### config.mk
export PLATFORM = sky130hd
export DESIGN_NAME = prs80_round
export DESIGN_NICKNAME = d
export VERILOG_FILES = /design/src/rtl/assert_macros.svh /design/src/rtl/prs80_pkg.sv /design/src/rtl/prs80_round.sv
export SDC_FILE = /design/constraint.sdc
export NUM_CORES = 1
export LEC_CHECK = 0
export ABC_AREA = 1
export ABC_CLOCK_PERIOD_IN_PS = 800
export BUFFER_PORTS_ARGS = -buffer_cell sky130_fd_sc_hd__buf_4
export CAP_MARGIN = 25
export CORE_ASPECT_RATIO = 1.75
export CORE_MARGIN = 4
export CORE_UTILIZATION = 49
export CTS_CLUSTER_DIAMETER = 150
export CTS_CLUSTER_SIZE = 24
export DETAILED_ROUTE_END_ITERATION = 6
export PLACE_DENSITY = 0.82
export SLEW_MARGIN = 20
export SYNTH_ARGS = -nofsm -noshare
export SYNTH_HDL_FRONTEND = slang
export SYNTH_SLANG_ARGS = --single-unit
### constraint.sdc
create_clock -name clk -period 0.8 [get_ports clk]
set_input_delay 0.16 -clock clk [delete_from_list [all_inputs] [get_ports clk]]
set_output_delay 0.16 -clock clk [all_outputs]
set_load 0.05 [all_outputs]
### src/rtl/assert_macros.svh
// assertion macros shared by the rtl files
`ifndef ASSERT_MACROS_SVH
`define ASSERT_MACROS_SVH

// property checked at every rising edge, off while reset is active
`define ASSERT_CLK(lbl, clk, rst_n, prop) \
	lbl: assert property (@(posedge clk) disable iff (!(rst_n)) (prop)) \
		else $error("assertion failed");

// implication checked at every rising edge, off while reset is active
`define ASSERT_IMPL(lbl, clk, rst_n, ante, cons) \
	lbl: assert property (@(posedge clk) disable iff (!(rst_n)) (ante) |-> (cons)) \
		else $error("implication failed");

`endif

### src/rtl/prs80_pkg.sv
// package with present-80 constants, s-box and round functions
`timescale 1ns / 1ps

package prs80_pkg;

	localparam int BLOCK_W     = 64;
	localparam int KEY_W       = 80;
	localparam int KEY_LOW_W   = 64;
	localparam int KEY_HIGH_W  = 16;
	localparam int ROUND_COUNT = 31;
	localparam int RC_W        = 5;

	typedef logic [BLOCK_W-1:0] block_t;
	typedef logic [KEY_W-1:0]   key_t;
	typedef logic [RC_W-1:0]    rc_t;

	// 4-bit s-box
	function automatic logic [3:0] sbox(input logic [3:0] x);
		logic [3:0] y;
		case (x)
			4'h0: y = 4'hC;
			4'h1: y = 4'h5;
			4'h2: y = 4'h6;
			4'h3: y = 4'hB;
			4'h4: y = 4'h9;
			4'h5: y = 4'h0;
			4'h6: y = 4'hA;
			4'h7: y = 4'hD;
			4'h8: y = 4'h3;
			4'h9: y = 4'hE;
			4'hA: y = 4'hF;
			4'hB: y = 4'h8;
			4'hC: y = 4'h4;
			4'hD: y = 4'h7;
			4'hE: y = 4'h1;
			4'hF: y = 4'h2;
			default: y = 4'h0;
		endcase
		return y;
	endfunction

	// s-box on all sixteen nibbles
	function automatic block_t sub_nibbles(input block_t x);
		block_t y;
		for (int n = 0; n < BLOCK_W / 4; n++) begin
			y[4*n +: 4] = sbox(x[4*n +: 4]);
		end
		return y;
	endfunction

	// bit i moves to 16*(i mod 4) + i/4
	function automatic block_t permute_bits(input block_t x);
		block_t y;
		for (int i = 0; i < BLOCK_W; i++) begin
			y[16*(i%4) + i/4] = x[i];
		end
		return y;
	endfunction

	// round key is the upper 64 key bits
	function automatic block_t round_key(input key_t k);
		return k[KEY_W-1 -: BLOCK_W];
	endfunction

	// rotate left by 61, s-box on top nibble, round counter into bits 19..15
	function automatic key_t next_key(input key_t k, input rc_t rc);
		key_t n;
		n = {k[18:0], k[KEY_W-1:19]};
		n[KEY_W-1 -: 4] = sbox(n[KEY_W-1 -: 4]);
		n[19:15] = n[19:15] ^ rc;
		return n;
	endfunction

endpackage

### src/rtl/prs80_round.sv
// one registered present-80 round with its key schedule step
`timescale 1ns / 1ps

module prs80_round (
	input  logic              clk,
	input  logic              arst_n,
	input  prs80_pkg::rc_t    rnd,
	input  logic              in_valid,
	input  prs80_pkg::block_t in_state,
	input  prs80_pkg::key_t   in_key,
	output logic              out_valid,
	output prs80_pkg::block_t out_state,
	output prs80_pkg::key_t   out_key
);
	import prs80_pkg::*;

	logic   valid_s1;
	block_t state_s1;
	key_t   key_s1;
	block_t state_d;
	key_t   key_d;

	// add round key, substitute, permute; advance the key
	always_comb begin
		state_d = permute_bits(sub_nibbles(in_state ^ round_key(in_key)));
		key_d   = next_key(in_key, rnd);
	end

	// valid bit of the stage
	always_ff @(posedge clk or negedge arst_n) begin
		if (!arst_n) begin
			valid_s1 <= 1'b0;
		end else begin
			valid_s1 <= in_valid;
		end
	end

	// stage payload
	always_ff @(posedge clk) begin
		state_s1 <= state_d;
		key_s1   <= key_d;
	end

	assign out_valid = valid_s1;
	assign out_state = state_s1;
	assign out_key   = key_s1;

endmodule

==> results of run 1 <==
==> cell families after synthesis <==
logic type      Yosys count  share of synthesized area, %
compound gates           11                         0.890
xor+xnor                 21                          4.29
fa+ha+maj                53                          9.25
buf+inv                 173                          9.17
flops                   145                          40.6
simple gates            655                          35.8
==> through the flow <==
stage	setup TNS, ns	hold slack [ns]	instance area (um^2)
after floorplan	-5.64	-0.136	8460
after global placement	-19.50	-0.0624	11400
after detailed placement	-20.86	-0.0644	11400
==> synthesized netlist by cell type, drive strengths merged, types with 2 or more instances <==
cell / n / area (um^2)
dfxtp: 144 / 2880
nand3: 67 / 335
ha: 53 / 663
nand2: 522 / 1970
xnor2: 16 / 264
o21ai: 6 / 30.0
xor2: 5 / 43.8
inv: 172 / 646
a211oi: 2 / 15.0
a21oi: 2 / 10.0
nor2: 65 / 251
==> impl_results.md, run 1 <==
* Netlist cell types at 21
* Initial Utilization at 49.9%
* EDFF count, synth at 0
* Die Y at 168 um
* Hpwl dp at 17.0 mm
* Status: stopped before the end
* Postcts setup bufs at 0
* GPL Wtd Cong at 0.822
* Main flop type after synthesis: dfxtp_1
* Pre-CTS setup slack at -0.442 ns
* Netlist Area Pre-Place at 7170 um^2
* Syn Nets at 1263
* Clock root buffer master: clkbuf_16
* Synthesis-stage register bit count at 145
* Inst Count DP at 1601
* Max Buffers Root-to-Sink at 2
* CTS-repair resized insts at 405
* Htree depth at 4
* Cts-stage hold buffer count at 79
* Io pins at 297
* Failed at: clock tree synthesis (4_1_cts)
* Die Width at 99.4 um
* Async SR Flop Fraction at 0.690%
* I/O Buffers at 296
* Num CTS Buffers at 17
* Sink Count at 145
* Yosys Warn Count at 0
* Mean post-synth cell area at 6.77 um^2
* Sequential share of the synthesized area at 40.6%
* Synthesized instance count at 1058
* Error msg: [ERROR DPL-0033] detailed placement checks failed during check placement.
* Num rows at 58
==> run 2: changes to the inputs <==
--- a/config.mk
+++ b/config.mk
@@ -9,13 +9,10 @@
 export ABC_CLOCK_PERIOD_IN_PS = 800
 export BUFFER_PORTS_ARGS = -buffer_cell sky130_fd_sc_hd__buf_4
 export CAP_MARGIN = 25
-export CORE_ASPECT_RATIO = 1.75
 export CORE_MARGIN = 4
-export CORE_UTILIZATION = 49
-export CTS_CLUSTER_DIAMETER = 150
-export CTS_CLUSTER_SIZE = 24
+export CORE_UTILIZATION = 40
 export DETAILED_ROUTE_END_ITERATION = 6
-export PLACE_DENSITY = 0.82
+export PLACE_DENSITY_LB_ADDON = 0.15
 export SLEW_MARGIN = 20
 export SYNTH_ARGS = -nofsm -noshare
 export SYNTH_HDL_FRONTEND = slang
==> run 2 against run 1 <==
The flow now finishes, with violations (negative setup slack). Area after synthesis stayed put. Synthesized cell count unchanged.
==> impl_results.md, run 2 <==
* Status: finished with violations
* Failing checks: negative setup slack
* Syn Nets at 1263 (unchanged)
* Power share of the combinational group at 40.1%
* CP max FO at 1
* Max Buffers Root-to-Sink at 2 (unchanged)
* Htree depth at 4 (unchanged)
* Hpwl dp at 16.2 mm (-4.7%)
* First-pass GRT wire length at 38.2 mm
* Met2 Use GR at 44.4%
* Num CTS Buffers at 17 (unchanged)
* Max Transition Viols Final at 0
* Initial Utilization at 41.1% (-8.7 points)
* Fmax achieved at 908 MHz
* WL per Instance at 13.8 um
* CP max stage delay at 0.37 ns
* ANT cells at 0
* Setup Viol. Count Final at 146
* Initial antenna violation count at 0
* Max-cap viol count at 0
* Top Usage Layer GRT: met2
* Worst EP arrival at 0.94 ns
* Vias in the first global route at 8296
* Die Y at 142 um (-16%)
* Area of the multi-input gates at 4760 um^2
* Fin worst setup slack at -0.301 ns
* Seq pwr share at 32.6%
* Yosys Warn Count at 0 (unchanged)
* Hold Path End: out_key[77]$_DFF_P_
* Worst Max-Slew Pin Slew at 0.305 ns
* Via density per instance at 4.63
* Setup Crit Path Kind: reg2out
* FF+latch area at 3090 um^2
* Netlist Area Pre-Place at 7170 um^2 (unchanged)
* Crit end category: output port
* Fin crit period at 1.10 ns
* Final Hold Fails at 0
* Main flop type after synthesis: dfxtp_1
* Min-delay worst type: in2reg
* Top delay family on crit path: flip-flops
* Async SR Flop Fraction at 0.690% (unchanged)
* Worst Path Required at 0.64 ns
* Met3 Usage GRT at 8.26%
* Hold Slack at 0.0341 ns
* Max reg flops at 80
* Netlist cell types at 21 (unchanged)
* DRT Wirelength at 24.4 mm
* Core ar. at 17400 um^2
* Switching share of power at 35.7%
* Gr ovfl total at 0
* Mean post-synth cell area at 6.77 um^2 (unchanged)
* Fin Setup TNS at -35.44 ns
* Slew headroom at 79.6%
* NetSw at 9.60 mW
* Commonest non-fill, non-tap cells in the layout: 455 x nand2_1, 226 x buf_4, 144 x dfxtp_2
* Worst path cell trace: buf_6
* Sequential share of the synthesized area at 40.6% (unchanged)
* I/O Buffers at 296 (unchanged)
* Layout Cells excl Fill at 1764
* Startpoint types: flop
* Die Width at 142 um (+43%)
* DRC Markers at 0
* Drt pass-1 iters at 5
* Hold Path Depth at 3
* Inst Count DP at 1650 (+3.1%)
* Final Core Density at 81.2%
* Layout cells sized above 1 at 50.7%
* Reg clk slew, reported paths at 0.06 ns
* RSZ-0062 raised after global routing: yes
* Critical path buffers and inverters at 1
* Sink Count at 145 (unchanged)
* Slowest library cell on the worst path: dfrtp_1
* Final nets at 1732
* Area grow syn2layout at 97.4%
* Clock power frac at 27.3%
* Top cell type's share of synthesized area at 40.2% (unchanged)
* Leakage power at 7.32 nW
* Largest net degree at the start of global routing at 17
* Maximum VDD drop at 1.48 mV
* Total number of vias at 8170
* Initial DRC Count at 257
* Synthesized instance count at 1058 (unchanged)
* Filler cell count at 1045
* Count leader, synth: nand2_1
* Num rows at 48 (-17%)
* Io pins at 297 (unchanged)
* Int Power at 17.3 mW
* Part of the cycle the worst path needs at 138%
* Area leader, netlist: dfxtp_1
* EDFF count, synth at 0 (unchanged)
* Pwr per Cell Area at 1900 nW/um^2
* Post-synth top cells: 518 x nand2_1, 171 x inv_1, 144 x dfxtp_1
* GPL Wtd Cong at 0.877 (+6.7%)
* CTS tree: yes
* Total power at 26.9 mW
* Hold Path Origin: in_key[18]
* GRT Overall Usage at 23.3%
* Synthesis-stage register bit count at 145 (unchanged)
* Most common cell after layout, fill and taps aside: nand2_1
* Grt met1 use at 23.1%
* ANT nets after route at 0
* Synth top area cells: dfxtp_1 40%, nand2_1 27%, ha_1 9.3%, inv_1 9.0%, nand3_1 4.7%
* DIE AREA at 20100 um^2
* Clock root buffer master: clkbuf_16
-- run 2: cell counts after synthesis --
No cell type changed its count.
-- run 2: how the worst max path moves through the flow --
stage	startpoint	end	slack, ns	depth (start not counted)
global route	out_valid$_DFF_PN0_	out_valid	-0.34	1
detailed placement	in_key[21]	out_state[33]$_DFF_P_	-0.39	8
CTS	out_valid$_DFF_PN0_	out_valid	-0.32	1
global placement	in_key[21]	out_state[1]$_DFF_P_	-0.38	8
floorplan	in_state[56]	out_state[14]$_DFF_P_	-0.17	8
finish	out_valid$_DFF_PN0_	out_valid	-0.30	1
-- run 2: cell type report --
class | count | area share [%]
clock buffers | 26 | 3.39
clock inverters | 5 | 0.398
inverters | 172 | 5.98
multi-input cells | 740 | 33.7
flip-flops and latches | 145 | 21.8
well taps | 225 | 1.99
repair buffers | 451 | 32.7
-- run 2: metrics by stage --
stage / setup WS, ns / cell area (um^2)
floorplan: -0.173 / 8460
global placement: -0.381 / 11500
detailed placement: -0.394 / 11500
CTS: -0.320 / 14000
global route: -0.336 / 14100
finish: -0.301 / 14100
-- run 2: repair_timing --
item,CTS,global route
setup buffers,0,3
endpoints found under the setup margin,145,159
endpoints found under the hold margin,79,0
resized for setup,402,32
hold buffers,80,0
pin swaps,0,10
-- run 2: cell families (layout without fill, tap and decap cells) --
family                     Yosys count  count (layout)  share of synthesized area [%]
DFF                                145             145                           40.6
xor gates and xnor gates            21              21                           4.29
and+or+nand+nor                    655             655                           35.8
adders and majority gates           53              53                           9.25
AOI/OAI and AO/OA                   11              11                          0.890
buffers and inverters              173             654                           9.17
-- run 2: power by group through the flow --
stage | sequential, mW | combinational (mW) | clock (mW)
CTS | 8.73 | 10.5 | 7.50
global placement | 8.39 | 9.05 | 0
global route | 8.83 | 11.5 | 7.77
detailed placement | 8.42 | 9.17 | 0
finish | 8.77 | 10.8 | 7.34
floorplan | 11.3 | 2.99 | 0
-- run 2: metal layers --
metal | vias up | part of all wire [%]
met5 | - | 0
met4 | 0 | 3.0
met3 | 59 | 8.3
met2 | 283 | 55
met1 | 3735 | 34
li1 | 4093 | -
(Power assumes the default switching activity.)
